--- config.mk ---
export PLATFORM = sky130hd
export DESIGN_NAME = captive_dns_responder_unit
export DESIGN_NICKNAME = d
export VERILOG_FILES = /design/src/dnsr_pkg.sv /design/src/dnsr_parser.sv /design/src/dnsr_emitter.sv /design/src/captive_dns_responder_unit.sv
export SDC_FILE = /design/constraint.sdc
export NUM_CORES = 1
export LEC_CHECK = 0
export ABC_AREA = 1
export BUFFER_PORTS_ARGS = -buffer_cell sky130_fd_sc_hd__buf_2
export CORE_ASPECT_RATIO = 0.75
export CORE_MARGIN = 5
export CORE_UTILIZATION = 49
export CTS_CLUSTER_DIAMETER = 60
export CTS_CLUSTER_SIZE = 8
export DETAILED_ROUTE_END_ITERATION = 6
export PLACE_DENSITY = 0.81
export SYNTH_ARGS = -nofsm -noshare
export SYNTH_HDL_FRONTEND = slang
export SYNTH_SLANG_ARGS = --single-unit
export TNS_END_PERCENT = 10
--- constraint.sdc ---
create_clock -name clk -period 5.45 [get_ports clk]
set_clock_uncertainty 0.05 [all_clocks]
set_input_delay 0.2725 -clock clk [delete_from_list [all_inputs] [get_ports clk]]
set_output_delay 0.2725 -clock clk [all_outputs]
set_load 0.02 [all_outputs]
--- src/dnsr_pkg.sv ---
// ----------------------------------------------------------------------------
// dnsr_pkg
// Shared types, constants and byte tables of the captive DNS responder.
// ----------------------------------------------------------------------------
package dnsr_pkg;

    localparam int HDR_LEN = 12;
    localparam int ANS_LEN = 16;

    localparam logic [15:0] RESP_FLAGS = 16'h8180;
    localparam logic [7:0]  NAME_PTR   = 8'hC0;
    localparam logic [7:0]  TTL_SEC    = 8'h3C;
    localparam logic [7:0]  TAIL_LEN   = 8'd4;

    typedef enum logic [2:0] {
        PH_HEADER,
        PH_LABLEN,
        PH_LABEL,
        PH_TAIL,
        PH_DONE
    } phase_t;

    typedef enum logic [1:0] {
        FIN_NONE,
        FIN_DISCARD,
        FIN_ANSWER
    } fin_t;

    // what one accepted query byte leaves for the output side
    typedef struct packed {
        logic       emit;
        logic [7:0] data;
        fin_t       fin;
    } parse_res_t;

    function automatic logic [7:0] hdr_byte(input logic [3:0] pos, input logic [7:0] b);
        logic [7:0] r;
        case (pos)
            4'd0, 4'd1: r = b;
            4'd2:       r = RESP_FLAGS[15:8];
            4'd3:       r = RESP_FLAGS[7:0];
            4'd5, 4'd7: r = 8'h01;
            default:    r = 8'h00;
        endcase
        return r;
    endfunction

    function automatic logic [7:0] ans_byte(input logic [3:0] idx, input logic [31:0] ip);
        logic [7:0] r;
        case (idx)
            4'd0:         r = NAME_PTR;
            4'd1:         r = 8'(HDR_LEN);
            4'd3, 4'd5:   r = 8'h01;
            4'd9:         r = TTL_SEC;
            4'd11:        r = 8'h04;
            4'd12:        r = ip[31:24];
            4'd13:        r = ip[23:16];
            4'd14:        r = ip[15:8];
            4'd15:        r = ip[7:0];
            default:      r = 8'h00;
        endcase
        return r;
    endfunction

endpackage

--- src/dnsr_parser.sv ---
// ----------------------------------------------------------------------------
// dnsr_parser
// Tracks header, question labels and type/class of the incoming query and
// decides per byte what is copied and how the packet ends.
// ----------------------------------------------------------------------------
module dnsr_parser
    import dnsr_pkg::*;
#(
    parameter int MAX_PACKET = 512
) (
    input  logic       clk,
    input  logic       rst_n,
    input  logic       in_accept,
    input  logic [7:0] in_data,
    input  logic       in_last,
    output parse_res_t res
);

    localparam int POS_W = $clog2(MAX_PACKET + 1);

    logic [POS_W-1:0] pos_reg, pos_next;
    phase_t           phase_reg, phase_next, phase_adv;
    logic [7:0]       skip_reg, skip_next, skip_adv;
    logic             in_range;
    logic [7:0]       skip_dec;

    assign in_range = pos_reg < POS_W'(MAX_PACKET);
    assign skip_dec = skip_reg - 8'd1;

    // next state
    always_comb
    begin
        phase_adv = phase_reg;
        skip_adv  = skip_reg;
        if (in_range)
        begin
            case (phase_reg)
                PH_HEADER:
                begin
                    if (pos_reg == POS_W'(HDR_LEN - 1))
                        phase_adv = PH_LABLEN;
                end
                PH_LABLEN:
                begin
                    if (in_data == 8'd0)
                    begin
                        phase_adv = PH_TAIL;
                        skip_adv  = TAIL_LEN;
                    end
                    else
                    begin
                        phase_adv = PH_LABEL;
                        skip_adv  = in_data;
                    end
                end
                PH_LABEL:
                begin
                    skip_adv = skip_dec;
                    if (skip_dec == 8'd0)
                        phase_adv = PH_LABLEN;
                end
                PH_TAIL:
                begin
                    skip_adv = skip_dec;
                    if (skip_dec == 8'd0)
                        phase_adv = PH_DONE;
                end
                default: ;
            endcase
        end

        if (in_last)
        begin
            phase_next = PH_HEADER;
            skip_next  = 8'd0;
            pos_next   = '0;
        end
        else
        begin
            phase_next = phase_adv;
            skip_next  = skip_adv;
            pos_next   = in_range ? pos_reg + POS_W'(1) : pos_reg;
        end
    end

    // outputs
    always_comb
    begin
        res.emit = in_range && (phase_reg != PH_DONE);
        case (phase_reg)
            PH_HEADER: res.data = hdr_byte(pos_reg[3:0], in_data);
            default:   res.data = in_data;
        endcase
        if (!in_last)
            res.fin = FIN_NONE;
        else if (phase_adv == PH_DONE)
            res.fin = FIN_ANSWER;
        else
            res.fin = FIN_DISCARD;
    end

    always_ff @(posedge clk or negedge rst_n)
    begin
        if (!rst_n)
        begin
            pos_reg   <= '0;
            phase_reg <= PH_HEADER;
            skip_reg  <= 8'd0;
        end
        else if (in_accept)
        begin
            pos_reg   <= pos_next;
            phase_reg <= phase_next;
            skip_reg  <= skip_next;
        end
    end

endmodule

--- src/dnsr_emitter.sv ---
// ----------------------------------------------------------------------------
// dnsr_emitter
// Holds the words of one parsed byte, plays out the answer record and
// drives the registered output word.
// ----------------------------------------------------------------------------
module dnsr_emitter
    import dnsr_pkg::*;
(
    input  logic        clk,
    input  logic        rst_n,
    input  logic        in_valid,
    output logic        in_ready,
    input  parse_res_t  res,
    input  logic [31:0] ip,
    output logic        out_valid,
    input  logic        out_ready,
    output logic [7:0]  out_byte,
    output logic        out_last,
    output logic        out_disc
);

    logic       pend_emit_reg;
    logic [7:0] pend_data_reg;
    fin_t       pend_fin_reg;
    logic [3:0] ans_idx_reg;

    logic       out_valid_reg;
    logic [7:0] out_byte_reg;
    logic       out_last_reg;
    logic       out_disc_reg;

    logic       has_words, load, final_word, accept;
    logic [7:0] w_byte;
    logic       w_last, w_disc;

    assign has_words = pend_emit_reg || (pend_fin_reg != FIN_NONE);
    assign load      = has_words && (!out_valid_reg || out_ready);
    assign in_ready  = !has_words || (load && final_word);
    assign accept    = in_valid && in_ready;

    always_comb
    begin
        w_byte     = 8'h00;
        w_last     = 1'b0;
        w_disc     = 1'b0;
        final_word = 1'b0;
        if (pend_emit_reg)
        begin
            w_byte     = pend_data_reg;
            final_word = (pend_fin_reg == FIN_NONE);
        end
        else
        begin
            case (pend_fin_reg)
                FIN_DISCARD:
                begin
                    w_last     = 1'b1;
                    w_disc     = 1'b1;
                    final_word = 1'b1;
                end
                FIN_ANSWER:
                begin
                    w_byte     = ans_byte(ans_idx_reg, ip);
                    w_last     = (ans_idx_reg == 4'(ANS_LEN - 1));
                    final_word = w_last;
                end
                default: ;
            endcase
        end
    end

    always_ff @(posedge clk or negedge rst_n)
    begin
        if (!rst_n)
        begin
            pend_emit_reg <= 1'b0;
            pend_fin_reg  <= FIN_NONE;
            ans_idx_reg   <= 4'd0;
        end
        else if (accept)
        begin
            pend_emit_reg <= res.emit;
            pend_fin_reg  <= res.fin;
            ans_idx_reg   <= 4'd0;
        end
        else if (load)
        begin
            if (pend_emit_reg)
                pend_emit_reg <= 1'b0;
            else if (pend_fin_reg == FIN_ANSWER)
            begin
                ans_idx_reg <= ans_idx_reg + 4'd1;
                if (final_word)
                    pend_fin_reg <= FIN_NONE;
            end
            else
                pend_fin_reg <= FIN_NONE;
        end
    end

    always_ff @(posedge clk)
    begin
        if (accept)
            pend_data_reg <= res.data;
    end

    always_ff @(posedge clk or negedge rst_n)
    begin
        if (!rst_n)
            out_valid_reg <= 1'b0;
        else if (load)
            out_valid_reg <= 1'b1;
        else if (out_ready)
            out_valid_reg <= 1'b0;
    end

    always_ff @(posedge clk)
    begin
        if (load)
        begin
            out_byte_reg <= w_byte;
            out_last_reg <= w_last;
            out_disc_reg <= w_disc;
        end
    end

    assign out_valid = out_valid_reg;
    assign out_byte  = out_byte_reg;
    assign out_last  = out_last_reg;
    assign out_disc  = out_disc_reg;

endmodule

--- src/captive_dns_responder_unit.sv ---
// ----------------------------------------------------------------------------
// captive_dns_responder_unit
// Rewrites a DNS query stream into a captive-portal answer stream.
// ----------------------------------------------------------------------------
// The query enters one byte per word on the s_ channel, s_tlast on its final
// byte. Response bytes leave on the m_ channel, m_tlast on the final word of
// each packet. The header is rewritten (ID kept, flags 8180, one question,
// one answer) and the first question is copied word for word through the
// pending stage and output register; bytes after the question and bytes
// past MAX_PACKET produce no word. The final query byte is followed by a
// 16-word answer record (name pointer, type A, class IN, TTL 60, length 4,
// address from cfg_wdata). While that record plays out through the single
// answer counter s_tready is low; every other byte is taken one per cycle
// while m_tready is high. A query whose question is incomplete at its end
// gets one word instead, with m_tlast and m_tuser (discard) set, data zero.
// cfg_we loads the answer address, first octet in the top byte; write it
// only while no packet is in flight.
// Reset clears the parser to the header, empties the output register and
// sets the address to 0.0.0.0. When m_tready is low the output word holds and
// input is taken until the one pending stage behind the output is full.
// ----------------------------------------------------------------------------
module captive_dns_responder_unit
    import dnsr_pkg::*;
#(
    parameter int MAX_PACKET = 512
) (
    input  logic        clk,
    input  logic        rst_n,
    input  logic        s_tvalid,
    output logic        s_tready,
    input  logic [7:0]  s_tdata,    // data_byte
    input  logic        s_tlast,    // last_byte
    output logic        m_tvalid,
    input  logic        m_tready,
    output logic [7:0]  m_tdata,    // out_byte
    output logic        m_tlast,    // out_last
    output logic        m_tuser,    // discard
    input  logic        cfg_we,
    input  logic [31:0] cfg_wdata
);

    logic [31:0] ip_reg;
    parse_res_t  res;
    logic        in_accept;

    assign in_accept = s_tvalid && s_tready;

    always_ff @(posedge clk or negedge rst_n)
    begin
        if (!rst_n)
            ip_reg <= 32'd0;
        else if (cfg_we)
            ip_reg <= cfg_wdata;
    end

    dnsr_parser #(
        .MAX_PACKET (MAX_PACKET)
    ) u_parser (
        .clk       (clk),
        .rst_n     (rst_n),
        .in_accept (in_accept),
        .in_data   (s_tdata),
        .in_last   (s_tlast),
        .res       (res)
    );

    dnsr_emitter u_emitter (
        .clk       (clk),
        .rst_n     (rst_n),
        .in_valid  (s_tvalid),
        .in_ready  (s_tready),
        .res       (res),
        .ip        (ip_reg),
        .out_valid (m_tvalid),
        .out_ready (m_tready),
        .out_byte  (m_tdata),
        .out_last  (m_tlast),
        .out_disc  (m_tuser)
    );

endmodule

==> flow_metrics.py <==
metrics = {
    "place": {
        "gp_congestion": 0.899,
        "dp_slack_ps": 3240,
        "place_hpwl_mm": 7.56,
        "io_buffers": 57,
    },
    "worst_setup_path": {
        "worstPathRequired_ps": 5130,
        "path_max_fanout": 5,
        "cp_slowest_cell": "dfrtp_1",
        "cpMostUsedCell": "nand2_2",
        "critical-path-top-delay-family": "simple AND/OR/NAND/NOR gates",
        "end_kind": "primary output",
        "path_buf_inv": 2,
        "crit_arrival_ps": 1990,
        "worstPathCellList": "ha_1 -> inv_1 -> nor2_4 -> nand2_2 -> a21oi_2 -> nand2_1 -> o21ai_2 -> nand2_2 -> nand2_4 -> buf_2",
        "worst_path_largest_cell_delay_ps": 430,
        "worst-setup-path-type": "reg -> out",
        "crit_path_start_kind": "flip-flop",
    },
    "sta": {
        "fmax_ghz": 0.433,
        "worst_slew_pin_slew_ps": 798,
        "period_share": 0.424,
        "finalHoldViolations": 0,
        "setup_viol": 0,
        "slew_headroom": 0.468,
        "drv_slew": 0,
        "rsz0062_at_grt": "no",
        "setup_ws_ps": 3140,
        "period_minus_slack_ps": 2310,
        "tns_ps": 0,
    },
    "routing": {
        "drt-initial-drc-count": 271,
        "drc_errors": 0,
        "wl_mm": 10.2,
        "vias_per_cell": 5.32,
        "ant_nets": 0,
        "wire_per_inst_um": 14.7,
        "first_pass_iters": 4,
        "vias": 3679,
    },
    "pwr": {
        "total_power_uw": 2280,
        "powerDensity_mw_per_mm2": 452,
        "irDropWorstVdd_mv": 0.231,
        "cellLeakagePower_uw": 0.00248,
    },
    "logic_synthesis": {
        "synthCells": 524,
        "synth_fp_nets": 583,
        "synth-adder-area-share": 0.0370,
        "ys_seq_area_frac": 0.470,
        "synth_top_cell_area_share": 0.347,
        "yosysMostFrequentCell": "nand2_1",
        "synth-edff-count": 18,
        "synth_seq_cells": 79,
        "synth_top_family_by_area": "simple AND/OR/NAND/NOR gates",
        "syn_area_mm2": 0.00440,
        "yosys.area.top_type": "dfrtp_1",
        "synthArstFlopShare": 0.772,
        "synth_common_cells": "126 x nand2_1, 78 x inv_1, 61 x dfrtp_1",
        "yosysWarnings": 0,
        "yosys.area_share.simple": 0.234,
        "synth_compound_area_frac": 0.125,
        "synthTopCellsByArea": "dfrtp_1 35%, edfxtp_1 12%, nand2_1 11%, inv_1 6.7%, o21ai_0 4.3%",
        "synthDistinctLibCells": 38,
        "synth_xor_area_frac": 0.00996,
        "synthMuxAreaShare": 0.0307,
        "avgSynthCellArea_um2": 8.39,
        "ys.flop_type": "dfrtp_1",
    },
    "global_route": {
        "antenna_found_initial": 0,
        "grt_pass1_wl_mm": 17.3,
        "grt_use_total": 0.199,
        "gr-total-overflow": 0,
        "grt_pass1_vias": 3649,
        "grt_max_degree": 62,
    },
    "clocking": {
        "root_buffer": "clkbuf_16",
        "holdBufCountCts": 0,
        "cts_sinks": 79,
        "path_clk_slew_ps": 60,
        "postCtsSetupBuffers": 0,
        "cts_buffer_depth": 2,
        "cts_tree": "built",
        "cts_inserted_buffers": 9,
        "clkLatencyLatePin_ps": 340,
        "h-tree-depth": 3,
        "ctsResizeCount": 0,
    },
    "final_layout": {
        "fin_nets": 634,
        "num-fill-cells": 785,
        "diodes": 0,
        "drive_gt1_frac": 0.203,
        "largest_reg_flops": 32,
        "areaGrowthSynthToFinish_pct": 14.9,
    },
    "hold_path": {
        "worstHoldPathType": "in -> async",
    },
    "die": {
        "die_w_um": 119,
        "core_area_mm2": 0.00890,
        "rows": 30,
        "ios": 58,
        "die_area_mm2": 0.0110,
        "start_util": 0.494,
        "fp.dieH_um": 92.0,
    },
    "flow_run": {
        "max-cap-violations": 0,
    },
    "outcome": {
        "status": "completed",
    },
}
stage by stage:
step,util,instances,hold slack [ps],cell area [µm²]
6_report,0.568,692,34.6,5050
5_1_grt,0.568,692,95.0,5050
4_1_cts,0.568,692,71.2,5050
3_5_place_dp,0.531,676,435,4720
3_3_place_gp,0.531,676,427,4720
2_1_floorplan,-,524,-73.1,4400
power by group:
group	total, µW	switching [µW]	internal [µW]	leakage [µW]
Clock	668	237	431	0.000159
Combinational	748	519	229	0.00137
Sequential	869	96.6	772	0.000948
layout make-up:
| type | count | area (µm²) | share of cell area |
|---|---|---|---|
| Clock buffer | 12 | 258 | 0.0510 |
| Clock inverter | 4 | 76.3 | 0.0151 |
| Inverter | 79 | 302 | 0.0597 |
| Multi-Input combinational cell | 348 | 1920 | 0.380 |
| Sequential cell | 79 | 2070 | 0.409 |
| Tap cell | 112 | 140 | 0.0277 |
| Timing Repair Buffer | 58 | 293 | 0.0579 |
worst paths after layout:
check / endpoint / slack (ps) / startpoint / depth (start not counted)
min reg2reg: u_parser.skip_reg[1]$_DFFE_PN0P_ / 470 / u_parser.skip_reg[1]$_DFFE_PN0P_ / 2
min in group clk: ip_reg[4]$_DFFE_PN0P_ / 80 / cfg_wdata[4] / 3
min: ip_reg[20]$_DFFE_PN0P_ / 30 / rst_n / 2
max: s_tready / 3140 / u_emitter.ans_idx_reg[1]$_DFFE_PN0P_ / 10
max in group asynchronous: u_parser.phase_reg[1]$_DFFE_PN0P_ / 4790 / rst_n / 2
max reg2reg: u_parser.skip_reg[2]$_DFFE_PN0P_ / 3180 / u_emitter.ans_idx_reg[1]$_DFFE_PN0P_ / 14
routing by layer:
layer,global-route usage,vias up,routed length (µm)
met2,0.326,112,4930
li1,-,1806,-
met3,0.0610,18,748
met4,0.0610,0,167
met5,0,-,0
met1,0.253,1743,4360
logic make-up (layout without fill, tap and decap cells):
logic type                 after synthesis  in the layout
AOI/OAI and AO/OA                       86             86
xor gates and xnor gates                 5              5
adders and majority gates               13             13
buffers and inverters                   97            153
DFF                                     79             79
muxes                                   12             12
and+or+nand+nor                        232            232
cells in the final DEF (no fill, tap or decap), types with 3 or more instances in the layout:
cell type / instances
a21oi_1: 8
buf_2: 57
clkbuf_16: 10
dfrtp_1: 61
edfxtp_1: 18
ha_1: 13
inv_1: 78
mux2_2: 12
nand2_1: 126
nand2_2: 5
nand2_4: 5
nand3_1: 29
nand3b_1: 3
nand4_1: 8
nor2_1: 44
nor2_4: 3
nor3_1: 4
o2111ai_1: 3
o21ai_0: 38
o21ai_2: 16
o22ai_1: 8
o311ai_0: 3
xor2_1: 4
Note: power is estimated with default switching activity, not from simulation.
